### config.mk
export PLATFORM = sky130hd
export DESIGN_NAME = kst_scan
export DESIGN_NICKNAME = d
export VERILOG_FILES = /design/src/sv/kst_pkg.sv /design/src/sv/kst_scan.sv
export SDC_FILE = /design/constraint.sdc
export NUM_CORES = 1
export LEC_CHECK = 0
export ABC_AREA = 1
export BUFFER_PORTS_ARGS = -buffer_cell sky130_fd_sc_hd__buf_2
export CELL_PAD_IN_SITES_DETAIL_PLACEMENT = 1
export CELL_PAD_IN_SITES_GLOBAL_PLACEMENT = 2
export CORE_MARGIN = 8
export CORE_UTILIZATION = 28
export DETAILED_ROUTE_END_ITERATION = 10
export GPL_ROUTABILITY_DRIVEN = 1
export PLACE_DENSITY = 0.83
export SYNTH_ARGS = -nofsm -noshare
export SYNTH_HDL_FRONTEND = slang
export SYNTH_SLANG_ARGS = --single-unit
export TNS_END_PERCENT = 5
### constraint.sdc
create_clock -name clock -period 11.5 [get_ports clock]
set_input_delay 1.725 -clock clock [delete_from_list [all_inputs] [get_ports clock]]
set_output_delay 1.725 -clock clock [all_outputs]
set_load 0.02 [all_outputs]
### src/sv/kst_pkg.sv
`timescale 1ns / 1ps
package kst_pkg;

   localparam int ENTRIES = 32;
   localparam int IDX_W = $clog2(ENTRIES);
   localparam int SLOT_W = 5;
   localparam int KEY_WIDE_W = 64;
   localparam int KEY_HIGH_W = 32;
   localparam int LEVEL_W = 16;
   localparam int LIVES_W = 8;
   localparam int OP_W = 2;
   localparam int STATUS_W = 2;
   localparam int REQ_FIELDS_W = OP_W + 2 * KEY_WIDE_W + KEY_HIGH_W + LEVEL_W + LIVES_W;
   localparam int REQ_TDATA_W = ((REQ_FIELDS_W + 7) / 8) * 8;
   localparam int RSP_FIELDS_W = STATUS_W + SLOT_W + LEVEL_W + LIVES_W;
   localparam int RSP_TDATA_W = ((RSP_FIELDS_W + 7) / 8) * 8;

   typedef enum logic [OP_W-1:0] {
      OP_INSERT = 2'd0,
      OP_LOOKUP = 2'd1,
      OP_REMOVE = 2'd2
   } kst_op_type;

   typedef enum logic [STATUS_W-1:0] {
      ST_OK        = 2'd0,
      ST_FULL      = 2'd1,
      ST_NOT_FOUND = 2'd2
   } kst_status_type;

   typedef enum logic [1:0] {
      S_IDLE,
      S_SCAN,
      S_DONE
   } kst_state_type;

   typedef struct packed {
      logic [KEY_WIDE_W-1:0] key_low;
      logic [KEY_WIDE_W-1:0] key_mid;
      logic [KEY_HIGH_W-1:0] key_high;
      logic [LEVEL_W-1:0]    level;
      logic [LIVES_W-1:0]    lives;
   } kst_entry_type;

   typedef struct packed {
      kst_op_type    op;
      kst_entry_type entry;
   } kst_cmd_type;

   typedef struct packed {
      kst_status_type    status;
      logic [SLOT_W-1:0] slot;
      logic [LEVEL_W-1:0] level;
      logic [LIVES_W-1:0] lives;
   } kst_rsp_type;

   typedef struct packed {
      logic              wr_en;
      logic [IDX_W-1:0]  wr_addr;
      kst_entry_type     wr_data;
      logic [IDX_W-1:0]  rd_addr;
   } kst_mem_req_type;

endpackage

### src/sv/kst_scan.sv
`timescale 1ns / 1ps
module kst_scan (
   input  logic                     clock,
   input  logic                     reset,
   input  logic                     req_valid,
   output logic                     req_ready,
   input  kst_pkg::kst_cmd_type     req_item,
   output logic                     rsp_valid,
   input  logic                     rsp_ready,
   output kst_pkg::kst_rsp_type     rsp_item,
   output kst_pkg::kst_mem_req_type mem_req,
   input  kst_pkg::kst_entry_type   rd_data
);
   import kst_pkg::*;

   localparam logic [IDX_W-1:0] LAST_IDX = IDX_W'(ENTRIES - 1);

   kst_state_type      state_ff, state_in;
   kst_cmd_type        cmd_ff, cmd_in;
   logic [IDX_W-1:0]   cnt_ff, cnt_in;
   logic               issue_done_ff, issue_done_in;
   logic               pend_ff, pend_in;
   logic [IDX_W-1:0]   pend_idx_ff, pend_idx_in;
   logic [ENTRIES-1:0] valid_ff, valid_in;
   kst_rsp_type        res_ff, res_in;
   kst_rsp_type        rsp_ff, rsp_in;
   logic               rsp_valid_ff, rsp_valid_in;
   logic               key_eq;
   logic               hit;

   always_ff @(posedge clock) begin
      if (reset) begin
         state_ff     <= S_IDLE;
         pend_ff      <= 1'b0;
         valid_ff     <= '0;
         rsp_valid_ff <= 1'b0;
      end else begin
         state_ff     <= state_in;
         pend_ff      <= pend_in;
         valid_ff     <= valid_in;
         rsp_valid_ff <= rsp_valid_in;
      end
      cmd_ff        <= cmd_in;
      cnt_ff        <= cnt_in;
      issue_done_ff <= issue_done_in;
      pend_idx_ff   <= pend_idx_in;
      res_ff        <= res_in;
      rsp_ff        <= rsp_in;
   end

   assign key_eq = (rd_data.key_low == cmd_ff.entry.key_low) &&
                   (rd_data.key_mid == cmd_ff.entry.key_mid) &&
                   (rd_data.key_high == cmd_ff.entry.key_high);

   always_comb begin
      state_in         = state_ff;
      cmd_in           = cmd_ff;
      cnt_in           = cnt_ff;
      issue_done_in    = issue_done_ff;
      pend_in          = 1'b0;
      pend_idx_in      = pend_idx_ff;
      valid_in         = valid_ff;
      res_in           = res_ff;
      rsp_in           = rsp_ff;
      rsp_valid_in     = rsp_valid_ff && !rsp_ready;
      req_ready        = 1'b0;
      hit              = 1'b0;
      mem_req.wr_en    = 1'b0;
      mem_req.wr_addr  = pend_idx_ff;
      mem_req.wr_data  = cmd_ff.entry;
      mem_req.rd_addr  = cnt_ff;

      unique case (state_ff)
         S_IDLE: begin
            req_ready = 1'b1;
            if (req_valid) begin
               cmd_in        = req_item;
               cnt_in        = '0;
               issue_done_in = 1'b0;
               res_in.status = ST_OK;
               res_in.slot   = '0;
               res_in.level  = '0;
               res_in.lives  = '0;
               if (req_item.op == OP_INSERT || req_item.op == OP_LOOKUP ||
                   req_item.op == OP_REMOVE) begin
                  state_in = S_SCAN;
               end else begin
                  state_in = S_DONE;
               end
            end
         end
         S_SCAN: begin
            if (!issue_done_ff) begin
               pend_in     = 1'b1;
               pend_idx_in = cnt_ff;
               if (cnt_ff == LAST_IDX) begin
                  issue_done_in = 1'b1;
               end else begin
                  cnt_in = cnt_ff + 1'b1;
               end
            end
            if (pend_ff) begin
               if (cmd_ff.op == OP_INSERT) begin
                  hit = !valid_ff[pend_idx_ff];
               end else begin
                  hit = valid_ff[pend_idx_ff] && key_eq;
               end
               if (hit) begin
                  pend_in     = 1'b0;
                  state_in    = S_DONE;
                  res_in.slot = SLOT_W'(pend_idx_ff);
                  unique case (cmd_ff.op)
                     OP_INSERT: begin
                        mem_req.wr_en         = 1'b1;
                        valid_in[pend_idx_ff] = 1'b1;
                     end
                     OP_LOOKUP: begin
                        res_in.level = rd_data.level;
                        res_in.lives = rd_data.lives;
                     end
                     OP_REMOVE: begin
                        valid_in[pend_idx_ff] = 1'b0;
                     end
                     default: begin
                     end
                  endcase
               end else if (pend_idx_ff == LAST_IDX) begin
                  pend_in  = 1'b0;
                  state_in = S_DONE;
                  res_in.status = (cmd_ff.op == OP_INSERT) ? ST_FULL : ST_NOT_FOUND;
               end
            end
         end
         S_DONE: begin
            if (!rsp_valid_ff || rsp_ready) begin
               rsp_in       = res_ff;
               rsp_valid_in = 1'b1;
               state_in     = S_IDLE;
            end
         end
         default: begin
            state_in = S_IDLE;
         end
      endcase
   end

   assign rsp_valid = rsp_valid_ff;
   assign rsp_item  = rsp_ff;

`ifndef NO_ASSERTIONS
   a_write_free_slot: assert property (@(posedge clock) disable iff (reset)
      mem_req.wr_en |-> !valid_ff[mem_req.wr_addr])
      else $error("insert wrote an occupied slot");

   a_write_sets_valid: assert property (@(posedge clock) disable iff (reset)
      mem_req.wr_en |=> valid_ff[$past(mem_req.wr_addr)])
      else $error("inserted slot not marked valid");

   a_valid_only_in_scan: assert property (@(posedge clock) disable iff (reset)
      (state_ff != S_SCAN) |=> $stable(valid_ff))
      else $error("valid flags changed outside a scan");

   a_pend_in_scan: assert property (@(posedge clock) disable iff (reset)
      pend_ff |-> (state_ff == S_SCAN))
      else $error("pending compare outside a scan");

   a_full_means_full: assert property (@(posedge clock) disable iff (reset)
      (state_ff == S_DONE && res_ff.status == ST_FULL) |-> (&valid_ff))
      else $error("table full reported with a free slot");
`endif

endmodule

==> flow_summary.ini, run 1 <==
[grt]
grt-ovfl-total = 0
grt_pass1_wl_um = 83810
track_usage_pct = 18.35
globalRoute.busiestLayer = met2
grt_util_met1_pct = 20.54
grt_pass1_vias = 12800
grt_max_degree = 78
met2_usage_pct = 33.98
gr-usage-met3_pct = 4.489
grt_antenna_before_repair = 19

[placed_design]
dp_hpwl_um = 47930
port_buffers = 601
place_ws_ns = 6.560
globalplace.congestion = 0.9252

[power]
p_clk_share_pct = 33.0
p_int_mw = 2.599
p_seq_share_pct = 41.6
switching_power_mw = 1.402
switching_share_pct = 35.04
power_leakage_nw = 9.259
powerDensity_nw_per_um2 = 213.3
pwr-share-comb_pct = 25.4
peakVddDrop_uv = 162.6

[clocking]
cts_buffers = 39
cts_setup_buffers = 0
ctsResizeCount = 0
cts_tree = yes
worstSkewPairLatency_ns = 0.57
cts_hold_buf = 0
cts-root-buf = clkbuf_16
cts_buffer_depth = 3
cts.sink_count = 295
cts_htree_levels = 2
cts.clk_slew.worst_paths_ns = 0.06

[detailed_routing]
drtIter0Drc = 571
wl_per_cell_um = 21.09
via_per_inst = 4.337
wl_um = 58740
via_count = 12080
dr.pass1.iters = 4
ant_nets = 0
drc = 0

[sta]
setup_viol = 0
finalSetupTns_ns = 0
period_share_pct = 39.82
timing.final.ws_setup_ns = 6.921
max_freq_mhz = 218.4
relSlewSlack_pct = 16.56
skew_ns = 0.03242
rsz0062_at_grt = no
hold_viol_final = 0
worst_pin_slew_ns = 1.250
fin_crit_ns = 4.579
slew_viol_final = 0

[critical_path]
rrSetupSlack_ns = 8.00
cp_max_fo = 12
r2r-start = mem_req[157]
cp.required_ns = 9.78
start_kind = register
r2r-end = res_ff[8]
critPathArrivalTime_ns = 2.85
crit_path_end_kind = primary output
crit_type = register to primary output
reg2reg_depth = 14

[floorplanning]
coreArea_sq_um = 52660
dieHeight_um = 247.2
dieWidth_um = 247.2
start_util_pct = 28.41
io_pins = 602
dieArea_sq_um = 61090
rows = 84

[worst_hold_path]
hold_start = res_ff[23]
whs_endpoint = rsp_item[23]
hold_path_depth = 0
min_path_type = register to register

[synth]
synth-seq-cells = 295
synth_area_leaders = edfxtp_1, nand2_1, buf_4, inv_1, nor2_1
yosys_warnings = 0
yosysTopAreaCell = edfxtp_1
ys_seq_area_share_pct = 56.80
synth_fp_nets = 1993
synthArstFlopShare_pct = 0
avgSynthCellArea_sq_um = 9.253
synth_edf_count = 259
synth-main-ff-cell = edfxtp_1
post_synth_inst_count = 1617
syn_area_sq_um = 14960
synth.distinct_cells = 36
synth.top_cell.area_share_pct = 51.98

[cells_and_area]
nNetsFinal = 2434
fillerInstances = 6304
areaGrowthSynthToFinish_pct = 25.35
drive_gt1_share_pct = 34.45

[outcome]
status = finished clean

[flow_run]
maxCapViolCount = 0
[per-stage QoR]
step	util, %	cell area (sq um)	instances	total power, mW	hold WS (ns)
floorplan	-	14960	1617	2.446	0.4003
global placement	32.93	17340	2705	2.690	0.4004
detailed placement	32.93	17340	2705	2.725	0.4052
CTS	35.57	18730	2775	4.064	0.4196
global route	35.60	18750	2782	4.192	0.4197
finish	35.62	18750	2785	4.000	0.4176
[power groups by stage]
stage          registers [mW]  logic, mW  clock network [mW]
3_3_place_gp             1.67       1.02                   0
2_1_floorplan            1.73      0.715                   0
6_report                 1.66       1.02                1.32
3_5_place_dp             1.69       1.04                   0
5_1_grt                  1.69       1.11                1.39
4_1_cts                  1.67       1.04                1.36
[cell families (layout without fill, tap and decap cells)]
kind of cell	count (synthesis)	count (layout)	synth area share (%)
buf+inv	471	941	17.12
flops	295	295	56.80
fa+ha+maj	2	2	0.1672
other cells	0	10	0
simple gates	729	729	20.78
xor+xnor	42	42	2.459
compound gates	78	78	2.676
[cell usage after synthesis (10+ instances only)]
master,count
buf_4,184
dfxtp_1,36
edfxtp_1,259
inv_1,255
nand2_1,406
nand3_1,11
nand4_2,28
nor2_1,254
nor3_1,11
o21ai_0,57
o21ai_1,10
xnor2_1,39
[worst max path at each step]
stage | startpoint | end | slack [ns] | cells after the start
2_1_floorplan | req_valid | cmd_ff[184] | 1.36 | 2
3_3_place_gp | rd_data[146] | res_ff[21] | 6.64 | 14
3_5_place_dp | rd_data[26] | res_ff[3] | 6.56 | 15
4_1_cts | pend_idx_ff[1] | mem_req[194] | 6.81 | 13
5_1_grt | pend_idx_ff[1] | mem_req[194] | 6.67 | 13
6_report | pend_idx_ff[1] | mem_req[194] | 6.92 | 13
[cells in the final DEF (no fill, tap or decap), types with 28 or more instances in the layout]
cell type | synthesis | layout
buf_2 | 8 | 601
edfxtp_1 | 259 | 259
nor2_1 | 254 | 250
nand2_1 | 406 | 406
xnor2_1 | 39 | 39
nand4_2 | 28 | 28
o21ai_0 | 57 | 57
dfxtp_1 | 36 | 36
inv_1 | 255 | 255
clkbuf_16 | 0 | 39
[layout make-up]
cell class | count | area (sq um) | share of cell area (%)
antenna | 10 | 25.02 | 0.1334
clock buffer | 43 | 991.0 | 5.284
clock inverter | 27 | 397.9 | 2.122
inverter | 262 | 991.0 | 5.284
multi-input combinational | 851 | 3923 | 20.92
sequential | 295 | 8498 | 45.31
tap | 688 | 860.8 | 4.590
timing repair buffer | 609 | 3068 | 16.36
[per-layer routing]
| metal | part of all wire [%] | routed length [um] |
|---|---|---|
| met5 | 0.058 | 34 |
| met4 | 2.3 | 1371 |
| met3 | 7.0 | 4125 |
| met2 | 53 | 30960 |
| met1 | 38 | 22250 |
[critical path, cell delays in order, from the launching register on]
cell and delay, ns:
edfxtp_1 0.69, inv_6 0.17, nand2_4 0.19, nor2_1 0.06, nor2_1 0.11, nand2_1 0.06
nand2_1 0.06, nand2_1 0.06, inv_2 0.05, nand2_2 0.05, nor2_4 0.17, nand2_2 0.14
nor3_1 0.23, buf_2 0.21
No activity file was read; power rests on OpenSTA's default activity.
==> run 2: changes to the inputs <==
--- a/config.mk
+++ b/config.mk
@@ -5,15 +5,15 @@
 export SDC_FILE = /design/constraint.sdc
 export NUM_CORES = 1
 export LEC_CHECK = 0
-export ABC_AREA = 1
+export ABC_AREA = 0
 export BUFFER_PORTS_ARGS = -buffer_cell sky130_fd_sc_hd__buf_2
 export CELL_PAD_IN_SITES_DETAIL_PLACEMENT = 1
 export CELL_PAD_IN_SITES_GLOBAL_PLACEMENT = 2
 export CORE_MARGIN = 8
-export CORE_UTILIZATION = 28
+export CORE_UTILIZATION = 27
 export DETAILED_ROUTE_END_ITERATION = 10
 export GPL_ROUTABILITY_DRIVEN = 1
-export PLACE_DENSITY = 0.83
+export PLACE_DENSITY = 0.8
 export SYNTH_ARGS = -nofsm -noshare
 export SYNTH_HDL_FRONTEND = slang
 export SYNTH_SLANG_ARGS = --single-unit
==> constraint.sdc (replaced) <==
create_clock -name clock -period 3.9 [get_ports clock]
set_input_delay 0.585 -clock clock [delete_from_list [all_inputs] [get_ports clock]]
set_output_delay 0.585 -clock clock [all_outputs]
set_load 0.02 [all_outputs]
==> flow_summary.ini, run 2 <==
[synth]
ys_seq_area_share_pct = 61.57
post_synth_inst_count = 1047
synth.top_cell.area_share_pct = 56.35
yosys_warnings = 0
synth_edf_count = 259
synth_area_leaders = edfxtp_1, buf_4, dfxtp_1, xor2_1, nor2b_1
synth-seq-cells = 295
syn_area_sq_um = 13800
synth_fp_nets = 1423
yosysTopAreaCell = edfxtp_1
avgSynthCellArea_sq_um = 13.18
synth_commonest_cells = edfxtp_1, buf_4, xor2_1, nor2b_1, dfxtp_1
synth-main-ff-cell = edfxtp_1
synthArstFlopShare_pct = 0
synth.distinct_cells = 69
synth_most_common_cell = edfxtp_1

[clocking]
cts_buffers = 35
ctsResizeCount = 0
cts_hold_buf = 0
cts_htree_levels = 2
cts-root-buf = clkbuf_16
cts.sink_count = 295
cts.clk_slew.worst_paths_ns = 0.06
cts_setup_buffers = 0
cts_tree = yes
worstSkewPairLatency_ns = 0.53
cts_buffer_depth = 3

[cells_and_area]
layout_common_cells = buf_2, edfxtp_1, xor2_1
areaGrowthSynthToFinish_pct = 27.60
nNetsFinal = 1885
finish.instance_area_sq_um = 17610
drive_gt1_share_pct = 46.02
fillerInstances = 5704
layout_commonest_cell = buf_2
final_cell_count_no_fill = 2220

[outcome]
status = finished clean

[sta]
setup_viol = 0
relSlewSlack_pct = 42.78
slew_viol_final = 0
hold_ws_ns = 0.2203
worst_pin_slew_ns = 0.8366
hold_viol_final = 0
rsz0062_at_grt = no
period_share_pct = 92.84
fin_crit_ns = 3.621
max_freq_mhz = 276.2
finalSetupTns_ns = 0
skew_ns = 0.02084

[detailed_routing]
ant_nets = 0
drc = 0
drtIter0Drc = 533
wl_um = 55500
wl_per_cell_um = 25.00
dr.pass1.iters = 5
via_per_inst = 4.540
via_count = 10080

[placed_design]
globalplace.congestion = 0.8554
port_buffers = 601
dp_cells = 2152
dp_hpwl_um = 46940
dpl-instance-area_sq_um = 16450

[floorplanning]
dieArea_sq_um = 58610
dieHeight_um = 242.1
io_pins = 602
rows = 83
start_util_pct = 27.12
coreArea_sq_um = 50890
dieWidth_um = 242.1

[power]
peakVddDrop_uv = 357.1
powerDensity_nw_per_um2 = 483.4
power_leakage_nw = 7.270

[worst_hold_path]
hold_start = req_item[160]
whs_endpoint = mem_req[165]
hold_path_depth = 1
min_path_type = input port to register

[critical_path]
crit_chain = mux4_2 -> a32o_1 -> a211oi_4 -> nand2b_2 -> nand2_4 -> nor2_1 -> buf_2
rrSetupSlack_ns = 0.57
cp_max_fo = 5
critPathArrivalTime_ns = 3.04
worst_path_max_delay_cell = mux4_2
max_stage_delay_ns = 0.54
cp.required_ns = 3.31
start_kind = register
crit_path_end_kind = primary output
crit_family = simple AND/OR/NAND/NOR gates
reg2reg_depth = 10
crit_type = register to primary output
critPathBufInv = 1
r2r-start = mem_req[125]

[grt]
grt_pass1_vias = 11210
grt-ovfl-total = 0
grt_max_degree = 60
grt_pass1_wl_um = 78750
grt_antenna_before_repair = 18
track_usage_pct = 18.14

[flow_run]
maxCapViolCount = 0
[run 2: through the flow]
stage	power [mW]	worst slack, ns	util [%]
after floorplan	4.822	0.03835	-
after global placement	5.290	0.4066	32.33
after detailed placement	5.332	0.3544	32.33
after CTS	8.642	0.2423	34.57
after global routing	8.839	0.1274	34.60
final	8.514	0.2792	34.61
[run 2: worst max path at each step]
stage               slack, ns            to  depth (start not counted)            from
floorplan                0.04   cmd_ff[184]                          3     state_ff[0]
global placement         0.41      register                         11     rd_data[83]
detailed placement       0.35      register                         11     rd_data[83]
CTS                      0.24  mem_req[194]                          7  pend_idx_ff[1]
global route             0.13  mem_req[194]                          7  pend_idx_ff[1]
finish                   0.28  mem_req[194]                          7  pend_idx_ff[1]
[run 2: worst reg2reg max path, cell delays in order (launching register included)]
cell and delay (ns):
edfxtp_1 0.45, nor2b_1 0.16, a2111oi_0 0.75, buf_4 0.23, nand4_1 0.12, nor4_2 0.38
buf_4 0.22, nand2_1 0.13, nor4b_4 0.47, and3_1 0.25, nor3_1 0.04
[run 2: power by group]
group	internal [mW]	total, mW	switching [mW]
combinational	0.469	1.31	0.837
clock	1.94	3.27	1.32
sequential	3.76	3.94	0.185
[run 2: logic make-up after synthesis]
logic type	after synthesis	synth area share, %
adders and majority gates	2	0.1813
xor gates and xnor gates	109	6.917
and+or+nand+nor	292	12.91
DFF	295	61.57
AOI/OAI and AO/OA	87	4.759
buffers and inverters	241	11.68
muxes	21	1.985
[run 2: cell type report]
cell class	count	area, sq um	share of cell area [%]
Antenna cell	8	20.02	0.1137
Clock buffer	42	953.4	5.413
Clock inverter	18	187.7	1.066
Inverter	37	142.6	0.8099
Multi-Input combinational cell	511	3704	21.03
Sequential cell	295	8498	48.25
Tap cell	680	850.8	4.831
Timing Repair Buffer	629	3256	18.49
[run 2: metal layers]
metal / global-route usage [%] / routed length [um] / share of wire [%]
met4: 4.878 / 1125 / 2.0
met5: 0 / 48 / 0.086
met1: 20.29 / 21490 / 39
met2: 31.82 / 27880 / 50
met3: 7.165 / 4962 / 8.9
